## config.mk

```make
export PLATFORM = sky130hd
export DESIGN_NAME = utf8_stream_decoder_top
export DESIGN_NICKNAME = d
export VERILOG_FILES = /design/src/design/usd_pkg.sv /design/src/design/usd_front.sv /design/src/design/usd_queue.sv /design/src/design/usd_back.sv /design/src/design/utf8_stream_decoder_top.sv
export VERILOG_INCLUDE_DIRS = /design/src /design/src/design
export SDC_FILE = /design/constraint.sdc
export NUM_CORES = 1
export LEC_CHECK = 0
export ABC_AREA = 1
export BUFFER_PORTS_ARGS = -buffer_cell sky130_fd_sc_hd__buf_2
export CORE_UTILIZATION = 59
export CTS_CLUSTER_SIZE = 28
export DETAILED_ROUTE_END_ITERATION = 7
export GPL_TIMING_DRIVEN = 0
export PLACE_DENSITY = 0.86
export SLEW_MARGIN = 0
export SYNTH_ARGS = -nofsm -noshare
export SYNTH_HDL_FRONTEND = slang
export SYNTH_SLANG_ARGS = --single-unit
```

## constraint.sdc

```tcl
create_clock -name clk -period 2.9 [get_ports clk]
set_input_delay 0 -clock clk [delete_from_list [all_inputs] [get_ports clk]]
set_output_delay 0 -clock clk [all_outputs]
set_load 0.05 [all_outputs]
```

## src/design/assert_macros.svh

```systemverilog
// assertion helpers, empty when synthesizing
`ifndef ASSERT_MACROS_SVH
`define ASSERT_MACROS_SVH

`ifndef SYNTHESIS
`define ASSERT_ALWAYS(label, clk, rst_n, expr, msg) \
    label: assert property (@(posedge clk) disable iff (!rst_n) (expr)) else $error(msg);
`define ASSERT_IMPLY(label, clk, rst_n, ante, cons, msg) \
    label: assert property (@(posedge clk) disable iff (!rst_n) (ante) |-> (cons)) \
        else $error(msg);
`else
`define ASSERT_ALWAYS(label, clk, rst_n, expr, msg)
`define ASSERT_IMPLY(label, clk, rst_n, ante, cons, msg)
`endif

`endif

```

## src/design/usd_pkg.sv

```systemverilog
package usd_pkg;

    localparam int QUEUE_DEPTH_DEFAULT = 2;

    localparam int CP_W   = 21;
    localparam int BITS_W = 7;
    localparam int KIND_W = 3;

    // byte classes decided by the front end
    localparam logic [KIND_W-1:0] KIND_ASCII   = 3'd0;
    localparam logic [KIND_W-1:0] KIND_LEAD2   = 3'd1;
    localparam logic [KIND_W-1:0] KIND_LEAD3   = 3'd2;
    localparam logic [KIND_W-1:0] KIND_LEAD4   = 3'd3;
    localparam logic [KIND_W-1:0] KIND_CONT    = 3'd4;
    localparam logic [KIND_W-1:0] KIND_INVALID = 3'd5;

    typedef struct packed {
        logic [7:0] in_byte;
        logic       end_of_string;
    } in_item_t;

    typedef struct packed {
        logic [CP_W-1:0] code_point;
        logic            truncated;
        logic            invalid_lead;
        logic            last_of_string;
    } out_item_t;

    // classified byte: class, payload bits already masked, end mark
    typedef struct packed {
        logic [KIND_W-1:0] kind;
        logic [BITS_W-1:0] bits;
        logic              eos;
    } q_item_t;

    typedef struct packed {
        logic pending;
        logic seq_open;
    } back_status_t;

endpackage

```

## src/design/usd_front.sv

```systemverilog
module usd_front
    import usd_pkg::*;
(
    input  logic     byte_valid,
    input  in_item_t byte_item,
    input  logic     q_full,
    output logic     byte_stall,
    output logic     q_push,
    output q_item_t  q_wr_item
);

    logic [7:0] b;

    assign b          = byte_item.in_byte;
    assign byte_stall = q_full;
    assign q_push     = byte_valid && !q_full;

    always_comb
    begin
        q_wr_item.eos = byte_item.end_of_string;
        if (b[7] == 1'b0)
        begin
            q_wr_item.kind = KIND_ASCII;
            q_wr_item.bits = b[6:0];
        end
        else if ((b & 8'hC0) == 8'h80)
        begin
            q_wr_item.kind = KIND_CONT;
            q_wr_item.bits = {1'b0, b[5:0]};
        end
        else if ((b & 8'hE0) == 8'hC0)
        begin
            q_wr_item.kind = KIND_LEAD2;
            q_wr_item.bits = {2'b00, b[4:0]};
        end
        else if ((b & 8'hF0) == 8'hE0)
        begin
            q_wr_item.kind = KIND_LEAD3;
            q_wr_item.bits = {3'b000, b[3:0]};
        end
        else if ((b & 8'hF8) == 8'hF0)
        begin
            q_wr_item.kind = KIND_LEAD4;
            q_wr_item.bits = {4'b0000, b[2:0]};
        end
        else
        begin
            q_wr_item.kind = KIND_INVALID;
            q_wr_item.bits = '0;
        end
    end

endmodule

```

## src/design/usd_queue.sv

```systemverilog
module usd_queue
    import usd_pkg::*;
#(
    parameter int DEPTH = QUEUE_DEPTH_DEFAULT
)
(
    input  logic    clk,
    input  logic    rst_n,
    input  logic    push,
    input  q_item_t wr_item,
    input  logic    pop,
    output q_item_t rd_item,
    output logic    full,
    output logic    not_empty
);

    localparam int PW = (DEPTH > 1) ? $clog2(DEPTH) : 1;
    localparam int CW = $clog2(DEPTH + 1);

    q_item_t         entry_reg [DEPTH];
    logic [PW-1:0]   wr_ptr_reg, wr_ptr_next;
    logic [PW-1:0]   rd_ptr_reg, rd_ptr_next;
    logic [CW-1:0]   count_reg, count_next;

    assign full      = (count_reg == CW'(DEPTH));
    assign not_empty = (count_reg != '0);
    assign rd_item   = entry_reg[rd_ptr_reg];

    always_comb
    begin
        wr_ptr_next = wr_ptr_reg;
        rd_ptr_next = rd_ptr_reg;
        count_next  = count_reg;
        if (push)
        begin
            wr_ptr_next = (wr_ptr_reg == PW'(DEPTH - 1)) ? '0 : wr_ptr_reg + PW'(1);
        end
        if (pop)
        begin
            rd_ptr_next = (rd_ptr_reg == PW'(DEPTH - 1)) ? '0 : rd_ptr_reg + PW'(1);
        end
        case ({push, pop})
            2'b10:   count_next = count_reg + CW'(1);
            2'b01:   count_next = count_reg - CW'(1);
            default: count_next = count_reg;
        endcase
    end

    always_ff @(posedge clk or negedge rst_n)
    begin
        if (!rst_n)
        begin
            wr_ptr_reg <= '0;
            rd_ptr_reg <= '0;
            count_reg  <= '0;
        end
        else
        begin
            wr_ptr_reg <= wr_ptr_next;
            rd_ptr_reg <= rd_ptr_next;
            count_reg  <= count_next;
        end
    end

    always_ff @(posedge clk)
    begin
        if (push)
        begin
            entry_reg[wr_ptr_reg] <= wr_item;
        end
    end

endmodule

```

## src/design/usd_back.sv

```systemverilog
module usd_back
    import usd_pkg::*;
(
    input  logic         clk,
    input  logic         rst_n,
    input  q_item_t      q_item,
    input  logic         q_avail,
    output logic         q_pop,
    output logic         cp_valid,
    input  logic         cp_stall,
    output out_item_t    cp_item,
    output back_status_t status
);

    logic [CP_W-1:0] acc_reg, acc_next;
    logic [1:0]      rem_reg, rem_next;
    logic            out_valid_reg;
    out_item_t       out_reg;
    logic            pend_valid_reg;
    out_item_t       pend_reg;

    logic            can_load;
    out_item_t       r0, r1, lead_res;
    logic            has0, has1, lead_has, lead_on;
    logic [CP_W-1:0] lead_acc, shifted;
    logic [1:0]      lead_rem, rem_dec;

    assign can_load = !out_valid_reg || !cp_stall;
    assign q_pop    = q_avail && !pend_valid_reg && can_load;
    assign cp_valid = out_valid_reg;
    assign cp_item  = out_reg;
    assign status.pending  = pend_valid_reg;
    assign status.seq_open = (rem_reg != 2'd0);

    assign shifted = {acc_reg[CP_W-7:0], q_item.bits[5:0]};
    assign rem_dec = rem_reg - 2'd1;

    // byte taken as a lead, with no sequence open or after an interrupted one
    always_comb
    begin
        lead_res = '0;
        lead_has = 1'b1;
        lead_acc = '0;
        lead_rem = 2'd0;
        unique case (q_item.kind) inside
            KIND_ASCII:
            begin
                lead_res.code_point     = CP_W'(q_item.bits);
                lead_res.last_of_string = q_item.eos;
            end
            KIND_LEAD2, KIND_LEAD3, KIND_LEAD4:
            begin
                if (q_item.eos)
                begin
                    lead_res.code_point     = CP_W'(q_item.bits);
                    lead_res.truncated      = 1'b1;
                    lead_res.last_of_string = 1'b1;
                end
                else
                begin
                    lead_has = 1'b0;
                    lead_acc = CP_W'(q_item.bits);
                    if (q_item.kind == KIND_LEAD2)
                    begin
                        lead_rem = 2'd1;
                    end
                    else if (q_item.kind == KIND_LEAD3)
                    begin
                        lead_rem = 2'd2;
                    end
                    else
                    begin
                        lead_rem = 2'd3;
                    end
                end
            end
            default:
            begin
                // stray continuation or bad lead
                lead_res.invalid_lead   = 1'b1;
                lead_res.last_of_string = q_item.eos;
            end
        endcase
    end

    always_comb
    begin
        r0       = '0;
        r1       = '0;
        has0     = 1'b0;
        has1     = 1'b0;
        acc_next = acc_reg;
        rem_next = rem_reg;
        lead_on  = 1'b0;
        if (rem_reg != 2'd0)
        begin
            if (q_item.kind == KIND_CONT)
            begin
                if (rem_dec == 2'd0)
                begin
                    has0              = 1'b1;
                    r0.code_point     = shifted;
                    r0.last_of_string = q_item.eos;
                    acc_next          = '0;
                    rem_next          = 2'd0;
                end
                else if (q_item.eos)
                begin
                    has0              = 1'b1;
                    r0.code_point     = shifted;
                    r0.truncated      = 1'b1;
                    r0.last_of_string = 1'b1;
                    acc_next          = '0;
                    rem_next          = 2'd0;
                end
                else
                begin
                    acc_next = shifted;
                    rem_next = rem_dec;
                end
            end
            else
            begin
                // interrupted: flush partial value, then decode byte as lead
                has0          = 1'b1;
                r0.code_point = acc_reg;
                r0.truncated  = 1'b1;
                lead_on       = 1'b1;
                has1          = lead_has;
                r1            = lead_res;
            end
        end
        else
        begin
            lead_on = 1'b1;
            has0    = lead_has;
            r0      = lead_res;
        end
        if (lead_on)
        begin
            acc_next = lead_acc;
            rem_next = lead_rem;
        end
    end

    always_ff @(posedge clk or negedge rst_n)
    begin
        if (!rst_n)
        begin
            acc_reg        <= '0;
            rem_reg        <= 2'd0;
            out_valid_reg  <= 1'b0;
            pend_valid_reg <= 1'b0;
        end
        else
        begin
            if (q_pop)
            begin
                acc_reg <= acc_next;
                rem_reg <= rem_next;
            end
            if (pend_valid_reg && can_load)
            begin
                out_valid_reg  <= 1'b1;
                pend_valid_reg <= 1'b0;
            end
            else if (q_pop && has0)
            begin
                out_valid_reg  <= 1'b1;
                pend_valid_reg <= has1;
            end
            else if (can_load)
            begin
                out_valid_reg <= 1'b0;
            end
        end
    end

    always_ff @(posedge clk)
    begin
        if (pend_valid_reg && can_load)
        begin
            out_reg <= pend_reg;
        end
        else if (q_pop && has0)
        begin
            out_reg  <= r0;
            pend_reg <= r1;
        end
    end

endmodule

```

## src/design/utf8_stream_decoder_top.sv

```systemverilog
// channel   dir  handshake                  payload
// byte      in   byte_valid / byte_stall    byte_item  (in_item_t)
// cp        out  cp_valid / cp_stall        cp_item    (out_item_t)
//
// one byte per cycle while the queue has room; a byte that yields two code points holds
// the back end while the second one drains through the output register
// an accepted byte is registered in the queue, its code point in the output register
// the front takes bytes while the classified-byte queue has room
// reset clears queue pointers, decoder state and output valids, asynchronously
`include "assert_macros.svh"

module utf8_stream_decoder_top
    import usd_pkg::*;
#(
    parameter int QUEUE_DEPTH = QUEUE_DEPTH_DEFAULT
)
(
    input  logic      clk,
    input  logic      rst_n,
    input  logic      byte_valid,
    output logic      byte_stall,
    input  in_item_t  byte_item,
    output logic      cp_valid,
    input  logic      cp_stall,
    output out_item_t cp_item
);

    q_item_t      q_wr_item, q_rd_item;
    logic         q_push, q_pop, q_full, q_not_empty;
    back_status_t back_status;

    usd_front u_front (
        .byte_valid (byte_valid),
        .byte_item  (byte_item),
        .q_full     (q_full),
        .byte_stall (byte_stall),
        .q_push     (q_push),
        .q_wr_item  (q_wr_item)
    );

    usd_queue #(
        .DEPTH (QUEUE_DEPTH)
    ) u_queue (
        .clk       (clk),
        .rst_n     (rst_n),
        .push      (q_push),
        .wr_item   (q_wr_item),
        .pop       (q_pop),
        .rd_item   (q_rd_item),
        .full      (q_full),
        .not_empty (q_not_empty)
    );

    usd_back u_back (
        .clk      (clk),
        .rst_n    (rst_n),
        .q_item   (q_rd_item),
        .q_avail  (q_not_empty),
        .q_pop    (q_pop),
        .cp_valid (cp_valid),
        .cp_stall (cp_stall),
        .cp_item  (cp_item),
        .status   (back_status)
    );

    `ASSERT_IMPLY(a_pend_has_out, clk, rst_n, back_status.pending, cp_valid, "second item without first")
    `ASSERT_ALWAYS(a_no_pop_pend, clk, rst_n, !(back_status.pending && q_pop), "pop while pending")
    `ASSERT_IMPLY(a_pend_from_pop, clk, rst_n, $rose(back_status.pending), $past(q_pop), "pending w/o pop")
    `ASSERT_IMPLY(a_open_no_out_flag, clk, rst_n, back_status.seq_open && q_pop && q_rd_item.kind == KIND_ASCII, !(back_status.pending && !cp_valid), "ascii interrupt")

endmodule
```

### Yosys cells after proc, flatten, opt, wreduce, memory -nomap -nowiden

Memories as Yosys holds them, arrays and structs flattened.
Index checks and enable logic that the tools add are counted.

* register bits: 77
* memory bits (writable): 22
* input bits: 13
* output and inout port bits: 26
* memories kept: 1

* add/sub/neg operators: 5
* equal/unequal tests: 11
* muxes and demuxes: 56
* bitwise operators: 2
* reduce and logical (&&, ||, !) cells: 24

Memories
* u_queue.entry_reg: depth 2, bits a word 11, rd ports 1, clocked after Yosys merged registers in 0, wr ports 1, line usd_queue.sv:20 `q_item_t entry_reg [DEPTH];`

Operator list (number)
* $mux W21: 6
* $mux W22: 3
* $mux W10: 5
* $mux W24: 2
* $mux W1: 27
* $mux W2: 8
* $mux W7: 2
* $pmux W7 S2: 1
* $reduce_bool A2 Y1: 6
* $mux W8: 1
* $eq A2 B2 Y1 const B: 3
* $eq A3 B2 Y1 const B: 2
* $eq A3 B3 Y1 const B: 2
* $eq A5 B5 Y1 const B: 1
* $logic_and A1 B1 Y1: 5
* $eq A4 B4 Y1 const B: 1
* $logic_not A1 Y1: 4
* $pmux W2 S2: 1
* $reduce_or A4 Y1: 1
* $sub A2 B1 Y2 const B: 2
* $eq A3 B1 Y1 const B: 1
* $logic_not A3 Y1: 1
* $reduce_and A3 Y1: 1
* $reduce_bool A3 Y1: 1
* other kinds (9): 11

### Depth between registers and ports, before layout

Gate-level depths: netlist of run 1.

* word-level depth: 8
* mapped depth: 12

### Modules after synthesis

From an unflattened synthesis of run 1, not the netlist that was laid out.

* cell total of the unflattened synthesis: 410
* area total of the unflattened synthesis: 3955.0 um^2

Modules (own cells, without submodules)
* usd_back: instances 1, cells an instance 302, area an instance 2788.9 um^2, seq. area each 1646.6 um^2
* usd_queue: instances 1, cells an instance 81, area an instance 1038.5 um^2, seq. area each 760.7 um^2
* usd_front: instances 1, cells an instance 27, area an instance 127.6 um^2, seq. area each 0.0 um^2

### Least setup slack after synthesis of run 1

Ideal clock, no wire load.

* path type: register to register
* from: register u_back.rem_reg[0]
* to: register u_back.out_reg, in the netlist u_back.cp_item[0] (enable)
* arrival: 1.719 ns
* setup slack: 0.756 ns
* cell stages (with the launch flop): 9
* path buffers: 1
* cells stage by stage: dfrtp_1 inv_1 ha_1 clkbuf_1 nand3_1 nand2_1 inv_1 nand2_1 nand2_1

* longest elaborated chain between the ends: 7
* elaborated cells on any way between the ends: 8

RTL lines
* from (decl): line usd_back.sv:16 `logic [1:0] rem_reg, rem_next;`
* from (signal assigned): line usd_back.sv:160 `rem_reg <= rem_next;`
* $sub A2 B1 Y2: line usd_back.sv:36 `assign rem_dec = rem_reg - 2'd1;`
* $logic_not A2 Y1: line usd_back.sv:99 `if (rem_dec == 2'd0)`
* $mux W1: line usd_back.sv:99
* $mux W1: line usd_back.sv:97 `if (q_item.kind == KIND_CONT)`
* $mux W1 *: line usd_back.sv:95 `if (rem_reg != 2'd0)`
* $logic_and A1 B1 Y1 *: line usd_back.sv:185 `else if (q_pop && has0)`
* $reduce_bool A2 Y1 (no line) *
* to (signal assigned): line usd_back.sv:183 `out_reg <= pend_reg;`
* to (signal assigned): line usd_back.sv:187 `out_reg <= r0;`
* to (decl): line usd_back.sv:18 `out_item_t out_reg;`

Every way passes the cells marked *; elsewhere a longest branch is shown, timed or not.
A chain may end at the register's enable or synchronous reset.

### Worst setup path in the final report of run 1

* from: register u_back.rem_reg[1]
* to: register u_back.out_reg, in the netlist u_back.cp_item[8] (enable)

Same word-level chain as after synthesis.

==> metrics.yaml, run 1 <==
cells_and_area:
  fillers: 482
  syn2layout_area_growth_pct: 15.98
  n_antenna_cell: 0
  largest_register_ffs: 24
  final_cell_mix: "nand2_1 (109), edfxtp_1 (56), inv_1 (50), buf_2 (43), nand3_1 (38)"
  layout_commonest_cell: "nand2_1"
  drive_gt1_frac: 0.1649
  nets: 490
  design_area_sq_um: 4641
place:
  portBuffers: 38
  dp_hpwl_mm: 5.701
  gp_congestion: 0.8955
  placed_cell_area_sq_um: 4288
clock_network:
  clk-insertion-delay-late_ns: 0.36
  postCtsHoldBufs: 11
  numCtsBuffers: 9
  clockRootBuffer: "clkbuf_8"
  htreeDepth: 3
  cts_buffer_depth: 2
  clock-sinks: 85
  cts_tree: "built"
  clkSlewWorstSetupHoldPaths_ns: 0.09
  cts_setup_buffers: 0
  ctsResizeCount: 0
timing:
  hold_slack_ns: 0.01532
  hold_viol_final: 0
  drv_slew: 0
  post-route-period-util: 0.9254
  slew_headroom: 0.3134
  setup_violations: 0
  setup_tns_ns: 0
  tightest_slew_ns: 1.027
  post-route-min-period_ns: 2.684
  rsz0062_at_grt: "no"
  timing.clock.skew_ns: 0.007001
  max_freq_mhz: 372.6
worst_hold_path:
  hold_class: "in2reg"
  hold_start: "byte_item[4]"
  worstHoldPathCells: 2
  min_delay_worst_endpoint: "u_queue.entry_reg[1][9]$_DFFE_PP_"
synthesis:
  synth_area_leaders: "edfxtp_1 (42%), dfrtp_1 (18%), nand2_1 (10%)"
  ys_seq_area_frac: 0.6016
  synth_top_area_cell: "edfxtp_1"
  avgSynthCellArea_sq_um: 9.665
  synth_warnings: 0
  ys_seq_elements: 85
  ys_types: 29
  syn_inst: 414
  synth.cell_area_sq_um: 4001
  netlist.area_leader.share: 0.4203
  mappedNetlistNets: 430
power:
  p_leak_nw: 2.136
  total_power_w: 0.005734
  ir_worst_vdd_mv: 0.5623
  p_per_area_nw_per_um2: 1236
outcome:
  violations: "design-rule violations"
  status: "finished with violations"
global_route:
  grt_util_all_layers: 0.2581
  grt_pass1_vias: 3082
  grt_start_max_net_pins: 30
  gr-total-overflow: 0
  antenna_found_initial: 0
  grt_pass1_wl_mm: 14.12
detailed_routing:
  wl_mm: 8.385
  drt-initial-drc-count: 288
  wl_per_cell_microns: 15.08
  drc: 10
  dr.pass1.iters: 7
  vias: 3102
  ant_nets: 0
  viasPerCell: 5.579
worst_setup_path:
  crit_arrival_ns: 2.56
  reg2reg_from: "u_back.rem_reg[1]$_DFFE_PN0P_"
  reg2reg_setup_slack_ns: 0.22
  reg2reg_to: "u_back.cp_item[8]$_DFFE_PP_"
  end_kind: "flip-flop"
  crit_type: "reg2reg"
  r2r_cells: 8
  start_kind: "flip-flop"
  crit_required_ns: 2.77
  worst-path-max-fanout: 24
floorplan:
  rows: 29
  ioPinCount: 39
  die_h_microns: 84.35
  die_area_sq_um: 7115
  start_util: 0.6195
  core_area_sq_um: 6459
  die_w_microns: 84.35
flow_run:
  drv_cap: 0
report_power, final:
part	leakage, nW	switching (W)	total, W	internal, W
combinational	1.09	0.00206	0.00269	0.000627
clock	0.118	0.000431	0.000990	0.000560
sequential	0.932	0.000172	0.00206	0.00188
cell type report:
type                       instances  area (sq um)  share of cell area
buffer                            16         107.6             0.02319
timing repair buffer              49         300.3             0.06471
inverter                          54         202.7             0.04368
clock buffer                      11         162.7             0.03505
multi-input combinational        259          1284              0.2766
tap                               77         96.34             0.02076
sequential                        85          2407              0.5187
clock inverter                     5         80.08             0.01726
cells by family (layout without fill, tap and decap cells):
| group | Yosys count | in the layout | share of synthesized area |
|---|---|---|---|
| buffers and inverters | 70 | 135 | 0.07755 |
| adders and majority gates | 3 | 3 | 0.009382 |
| DFF | 85 | 85 | 0.6016 |
| AOI/OAI and AO/OA | 59 | 59 | 0.08474 |
| xor gates and xnor gates | 4 | 4 | 0.008757 |
| and+or+nand+nor | 193 | 193 | 0.2179 |
cell usage after synthesis:
cell type / instances
nor3b_1: 1
nand3_4: 1
a21oi_2: 1
inv_1: 50
nand2_1: 109
o21ai_1: 2
edfxtp_1: 56
clkbuf_1: 5
clkinv_1: 1
nand2_4: 3
nand3_1: 38
a21oi_1: 22
nand4_1: 9
nor2_8: 1
buf_2: 5
o31ai_1: 2
inv_2: 3
nor2_4: 1
a211oi_1: 14
buf_4: 1
nor3_1: 1
buf_6: 5
nand2_2: 5
ha_1: 3
nor2_1: 24
o21ai_0: 18
xor2_1: 3
xnor2_1: 1
dfrtp_1: 29
per-layer routing:
layer / wire, microns / vias to the layer above / GRT usage
li1: - / 1503 / -
met1: 3458 / 1457 / 0.3087
met2: 4281 / 119 / 0.4523
met3: 434 / 23 / 0.06096
met4: 210 / 0 / 0.1063
met5: 0 / - / 0
critical path, stage by stage, from the launching register on:
cell and delay (ns):
dfrtp_1 0.40, inv_1 0.09, ha_1 0.30, clkbuf_1 0.39
nand3_1 0.14, nand2_1 0.07, inv_1 0.04, nand2_1 0.13
nand2_1 0.62
metrics by stage:
step / util / setup WS [ns] / instances
final: 0.7185 / 0.2165 / 556
after floorplan: - / 0.7559 / 414
after global placement: 0.6639 / 0.3288 / 529
after global routing: 0.7185 / 0.01950 / 556
after detailed placement: 0.6639 / 0.2313 / 529
after CTS: 0.7185 / 0.2083 / 556
worst max-delay path by stage:
stage,from,to,cells after the start
after floorplan,u_back.rem_reg[0]$_DFFE_PN0P_,u_back.cp_item[0]$_DFFE_PP_,8
after global placement,u_back.rem_reg[1]$_DFFE_PN0P_,u_back.cp_item[5]$_DFFE_PP_,8
after detailed placement,u_back.rem_reg[1]$_DFFE_PN0P_,u_back.cp_item[9]$_DFFE_PP_,8
after CTS,u_back.rem_reg[1]$_DFFE_PN0P_,u_back.cp_item[8]$_DFFE_PP_,8
after global routing,u_back.rem_reg[1]$_DFFE_PN0P_,u_back.cp_item[8]$_DFFE_PP_,8
final,u_back.rem_reg[1]$_DFFE_PN0P_,u_back.cp_item[8]$_DFFE_PP_,8
No activity file was read; power rests on OpenSTA's default activity.
==> inputs of run 2 (changes only) <==
--- a/config.mk
+++ b/config.mk
@@ -7,12 +7,13 @@
 export NUM_CORES = 1
 export LEC_CHECK = 0
 export ABC_AREA = 1
+export ABC_CLOCK_PERIOD_IN_PS = 3350
 export BUFFER_PORTS_ARGS = -buffer_cell sky130_fd_sc_hd__buf_2
-export CORE_UTILIZATION = 59
+export CORE_UTILIZATION = 63
 export CTS_CLUSTER_SIZE = 28
 export DETAILED_ROUTE_END_ITERATION = 7
 export GPL_TIMING_DRIVEN = 0
-export PLACE_DENSITY = 0.86
+export PLACE_DENSITY = 0.9
 export SLEW_MARGIN = 0
 export SYNTH_ARGS = -nofsm -noshare
 export SYNTH_HDL_FRONTEND = slang
==> constraint.sdc (replaced) <==
create_clock -name clk -period 3.35 [get_ports clk]
set_input_delay 0 -clock clk [delete_from_list [all_inputs] [get_ports clk]]
set_output_delay 0 -clock clk [all_outputs]
set_load 0.05 [all_outputs]
==> metrics.yaml, run 2 (synthesized netlist as in run 1, its figures left out) <==
outcome:
  status: "completed"
timing:
  post-route-period-util: 0.8072
  tightest_slew_ns: 0.9867
  timing.clock.skew_ns: 0.006078
  max_freq_mhz: 369.8
  rsz0062_at_grt: "no"
  hold_viol_final: 0
  slew_headroom: 0.3406
  setup_tns_ns: 0
  drv_slew: 0
  post-route-min-period_ns: 2.704
  setup_violations: 0
clock_network:
  cts_setup_buffers: 0
  clk-insertion-delay-late_ns: 0.36
  clkSlewWorstSetupHoldPaths_ns: 0.08
  numCtsBuffers: 9
  cts_buffer_depth: 2
  htreeDepth: 3
  clockRootBuffer: "clkbuf_8"
  clock-sinks: 85
  cts_tree: "built"
floorplan:
  die_h_microns: 81.70
  die_area_sq_um: 6674
  die_w_microns: 81.70
  rows: 28
  core_area_sq_um: 6026
  ioPinCount: 39
  start_util: 0.6640
worst_setup_path:
  crit_type: "reg2reg"
  end_kind: "flip-flop"
  worst-path-max-fanout: 24
  crit_required_ns: 3.23
  crit_arrival_ns: 2.59
  reg2reg_setup_slack_ns: 0.65
  start_kind: "flip-flop"
flow_run:
  drv_cap: 0
place:
  portBuffers: 38
  dp.cells: 527
  dp_hpwl_mm: 5.473
  gp_congestion: 0.9067
detailed_routing:
  wl_mm: 8.281
  wl_met3_microns: 583
  met2_length_mm: 4.182
  top_layer_used: "met4"
  viasPerCell: 5.706
  drt-initial-drc-count: 474
  ant_nets: 0
  vias: 3167
  wl_per_cell_microns: 14.92
  wl_met1_mm: 3.197
  dr.pass1.iters: 6
  drc: 0
global_route:
  gr-total-overflow: 0
  grt_start_max_net_pins: 30
  grt_pass1_vias: 3095
  antenna_found_initial: 0
  grt_pass1_wl_mm: 13.66
  grt_util_all_layers: 0.2827
power:
  ir_worst_vdd_mv: 0.5670
  p_per_area_nw_per_um2: 1066
  p_sw_w: 0.002299
  internal_power_w: 0.002656
  p_sw_frac: 0.4640
  p_leak_nw: 2.139
  p_seq_frac: 0.358
  p_comb_frac: 0.470
  clockPowerShare: 0.171
cells_and_area:
  fillers: 370
  syn2layout_area_growth_pct: 16.17
  layout_commonest_cell: "nand2_1"
  final_cell_mix: "nand2_1 (109), edfxtp_1 (56), inv_1 (50), buf_2 (43), nand3_1 (38)"
  drive_gt1_frac: 0.1667
  final_cells: 555
  fin_util: 0.7714
  n_antenna_cell: 0
  largest_register_ffs: 24
  nets: 491
worst_hold_path:
  hold_class: "in2reg"
==> run 2: cell count changes in the layout (fill, tap and decap cells not counted), sizes merged <==
| cell | before | now |
|---|---|---|
| clkinv | 3 | 2 |
| clkinvlp | 1 | 2 |
| dlygate4sd3 | 11 | 12 |
==> run 2: power groups by stage <==
stage,clock network [W],registers [W],logic (W)
5_1_grt,0.000895,0.00182,0.00255
2_1_floorplan,0,0.00231,0.00122
4_1_cts,0.000854,0.00178,0.00231
3_5_place_dp,0,0.00180,0.00228
3_3_place_gp,0,0.00178,0.00222
6_report,0.000849,0.00177,0.00233
==> run 2: critical path, stage by stage, from the launching register on <==
cell      delay (ns)
dfrtp_1         0.39
inv_1           0.10
ha_1            0.31
clkbuf_1        0.41
nand3_1         0.14
nand2_1         0.08
inv_1           0.04
nand2_1         0.14
nand2_1         0.60
==> run 2: worst paths after layout <==
path,endpoint,cells past startpoint,start
hold reg to reg,u_back.cp_item[2]$_DFFE_PP_,2,u_back.pend_reg[2]$_SDFFCE_PP0P_
max in group asynchronous,u_back.acc_reg[2]$_DFFE_PN0P_,2,rst_n
setup / recovery,u_back.cp_item[0]$_DFFE_PP_,8,u_back.rem_reg[1]$_DFFE_PN0P_
min in group asynchronous,u_back.acc_reg[16]$_DFFE_PN0P_,2,rst_n
hold / removal,u_queue.wr_ptr_reg$_DFFE_PN0P_,3,byte_valid
setup reg to reg,u_back.cp_item[0]$_DFFE_PP_,8,u_back.rem_reg[1]$_DFFE_PN0P_
==> run 2: routing by layer <==
metal,vias to the layer above,GRT usage
li1,1504,-
met1,1447,0.3236
met2,175,0.4842
met3,41,0.06667
met4,0,0.1632
met5,-,0
==> run 2: layout make-up <==
| class | count | area [sq um] | area share |
|---|---|---|---|
| timing repair buffer | 50 | 310.3 | 0.06676 |
| tap | 75 | 93.84 | 0.02019 |
| sequential | 85 | 2407 | 0.5179 |
| clock buffer | 11 | 162.7 | 0.03499 |
| multi-input combinational | 259 | 1284 | 0.2762 |
| buffer | 16 | 107.6 | 0.02315 |
| clock inverter | 5 | 80.08 | 0.01723 |
| inverter | 54 | 202.7 | 0.04361 |
==> run 2: stage by stage <==
| stage | total power, W | instance area (sq um) | hold slack [ns] | worst slack, ns |
|---|---|---|---|---|
| finish | 0.004955 | 4648 | 0.06465 | 0.6460 |
| global route | 0.005260 | 4648 | 0.1273 | 0.4103 |
| CTS | 0.004942 | 4648 | 0.05976 | 0.6103 |
| detailed placement | 0.004077 | 4285 | 0.06512 | 0.6559 |
| global placement | 0.003996 | 4285 | 0.05921 | 0.7902 |
| floorplan | 0.003538 | 4001 | -0.2956 | 1.206 |
==> run 2: timing repair <==
action | in CTS | in global routing
hold buffers | 12 | 0
hold endpoints to repair | 51 | 0
resized for setup | 0 | 0
==> inputs of run 3 (changes only) <==
--- a/config.mk
+++ b/config.mk
@@ -6,14 +6,14 @@
 export SDC_FILE = /design/constraint.sdc
 export NUM_CORES = 1
 export LEC_CHECK = 0
-export ABC_AREA = 1
-export ABC_CLOCK_PERIOD_IN_PS = 3350
+export ABC_AREA = 0
+export ABC_CLOCK_PERIOD_IN_PS = 2800
 export BUFFER_PORTS_ARGS = -buffer_cell sky130_fd_sc_hd__buf_2
-export CORE_UTILIZATION = 63
+export CORE_UTILIZATION = 58
 export CTS_CLUSTER_SIZE = 28
 export DETAILED_ROUTE_END_ITERATION = 7
 export GPL_TIMING_DRIVEN = 0
-export PLACE_DENSITY = 0.9
+export PLACE_DENSITY = 0.85
 export SLEW_MARGIN = 0
 export SYNTH_ARGS = -nofsm -noshare
 export SYNTH_HDL_FRONTEND = slang
==> constraint.sdc (replaced) <==
create_clock -name clk -period 2.8 [get_ports clk]
set_input_delay 0 -clock clk [delete_from_list [all_inputs] [get_ports clk]]
set_output_delay 0 -clock clk [all_outputs]
set_load 0.05 [all_outputs]
==> metrics.yaml, run 3 <==
floorplan:
  ioPinCount: 39
  die_w_microns: 82.49
  die_h_microns: 82.49
  rows: 28
  start_util: 0.6164
  core_area_sq_um: 6096
  die_area_sq_um: 6804
place:
  gp_congestion: 0.8268
  placed_cell_area_sq_um: 4041
  dp.cells: 428
  dp_hpwl_mm: 5.204
  portBuffers: 38
synthesis:
  syn_inst: 315
  synth_area_leaders: "edfxtp_1 (45%), dfrtp_1 (19%), nand2_1 (4.7%)"
  synth-async-reset-ratio: 0.3412
  synth_top_flop_cell: "edfxtp_1"
  synth.most_common_cell: "edfxtp_1"
  ys_seq_area_frac: 0.6407
  synth_warnings: 0
  synth.cell_area_sq_um: 3757
  synth_edf_count: 56
  avgSynthCellArea_sq_um: 11.93
  netlist.area_leader.share: 0.4476
  synth_top_area_cell: "edfxtp_1"
  ys_seq_elements: 85
  ys_types: 46
  mappedNetlistNets: 331
  synth_commonest_cells: "edfxtp_1 (56), nand2_1 (47), nor2_1 (32)"
cells_and_area:
  final_cells: 456
  n_antenna_cell: 0
  design_area_sq_um: 4339
  final_cell_mix: "edfxtp_1 (56), nand2_1 (46), buf_2 (39), nor2_1 (32), dfrtp_1 (29)"
  layout_commonest_cell: "edfxtp_1"
  syn2layout_area_growth_pct: 15.48
  nets: 392
  drive_gt1_frac: 0.1680
  largest_register_ffs: 24
  fillers: 442
global_route:
  grt_util_all_layers: 0.2601
  gr-total-overflow: 0
  grt_pass1_wl_mm: 12.65
  antenna_found_initial: 0
  grt_start_max_net_pins: 30
  grt_pass1_vias: 2673
detailed_routing:
  dr.pass1.iters: 6
  viasPerCell: 6.035
  vias: 2752
  drt-initial-drc-count: 277
  wl_mm: 7.859
  wl_per_cell_microns: 17.23
  drc: 0
  ant_nets: 0
flow_run:
  drv_cap: 0
worst_hold_path:
  hold_start: "byte_item[7]"
  hold_class: "in2reg"
power:
  ir_worst_vdd_mv: 0.7969
  p_per_area_nw_per_um2: 1261
  total_power_w: 0.005473
  p_leak_nw: 1.704
clock_network:
  clockRootBuffer: "clkbuf_8"
  clk-insertion-delay-late_ns: 0.35
  cts_tree: "built"
  htreeDepth: 3
  clock-sinks: 85
  cts_buffer_depth: 2
  clkSlewWorstSetupHoldPaths_ns: 0.08
  numCtsBuffers: 9
timing:
  max_freq_mhz: 380.0
  timing.clock.skew_ns: 0.009407
  post-route-min-period_ns: 2.632
  setup_tns_ns: 0
  drv_slew: 0
  tightest_slew_ns: 1.204
  rsz0062_at_grt: "no"
  slew_headroom: 0.1909
  post-route-period-util: 0.9399
  hold_viol_final: 0
  hold_slack_ns: 0.03177
  setup_violations: 0
worst_setup_path:
  end_kind: "flip-flop"
  crit_type: "reg2reg"
  reg2reg_from: "u_queue.rd_ptr_reg$_DFFE_PN0P_"
  worst-path-max-fanout: 24
  critPathLaunch: "u_queue.rd_ptr_reg$_DFFE_PN0P_"
  start_kind: "flip-flop"
  crit_arrival_ns: 2.59
  crit_required_ns: 2.76
outcome:
  status: "completed"
[run 3: cells by family after synthesis]
group / after synthesis / share of synthesized area
adders and majority gates: 3 / 0.009991
AOI/OAI and AO/OA: 75 / 0.1419
buffers and inverters: 23 / 0.02531
xor gates and xnor gates: 5 / 0.01165
muxes: 12 / 0.03263
DFF: 85 / 0.6407
and+or+nand+nor: 112 / 0.1379
[run 3: path summary, 6_finish.rpt]
path,slack (ns),endpoint,cells after the start
worst min-delay path,0.03,u_queue.entry_reg[0][10]$_DFFE_PP_,2
worst max register to register,0.17,u_back.cp_item[12]$_SDFFCE_PP0P_,4
max in group asynchronous,2.14,u_back.acc_reg[18]$_DFFE_PN0P_,2
min in group asynchronous,0.22,u_back.cp_valid$_DFFE_PN0P_,2
worst min register to register,0.48,u_back.acc_reg[19]$_DFFE_PN0P_,2
worst max-delay path,0.17,u_back.cp_item[12]$_SDFFCE_PP0P_,4
[run 3: area by class of cell]
cell class              count  area [sq um]  share of cell area
multi-input cells         207          1257              0.2898
well taps                  75         93.84             0.02163
plain buffers              14         61.31             0.01413
flip-flops and latches     85          2407              0.5548
repair buffers             50         302.8             0.06978
inverters                   9         33.78            0.007785
clock inverters             5         51.30             0.01182
clock buffers              11         131.4             0.03028
[run 3: worst max-delay path: stages, from the launching register on]
cell and delay, ns:
dfrtp_1 0.44, mux2_2 0.46, nor4b_1 0.70, a211o_1 0.29, nand2_2 0.36
[run 3: stage by stage]
step / utilization / setup slack (ns)
final: 0.7118 / 0.1683
after global routing: 0.7118 / 0.01792
after CTS: 0.7081 / 0.03970
after detailed placement: 0.6630 / -0.2826
after global placement: 0.6630 / -0.2040
after floorplan: - / 0.2076
[run 3: power by group]
part	leakage (nW)	total (W)	switching (W)	internal, W
Sequential	0.937	0.00217	0.000215	0.00196
Combinational	0.676	0.00248	0.00189	0.000596
Clock	0.0907	0.000817	0.000410	0.000407
Total	1.70	0.00547	0.00251	0.00296
[run 3: layer usage]
metal  vias up  part of all wire  global-route usage
met3        14             0.076             0.06484
met4         0             0.016              0.1088
li1       1277                 -                   -
met5         -                 0                   0
met1      1311              0.40              0.3112
met2       150              0.51              0.4471
[run 3: repair_timing]
| item | CTS | global route |
|---|---|---|
| pin swaps | 0 | 1 |
| endpoints found under the setup margin | 24 | 24 |
| hold buffers | 9 | 0 |
| buffers inserted | 0 | 3 |
| endpoints found under the hold margin | 45 | 0 |
| gates resized for setup | 1 | 0 |
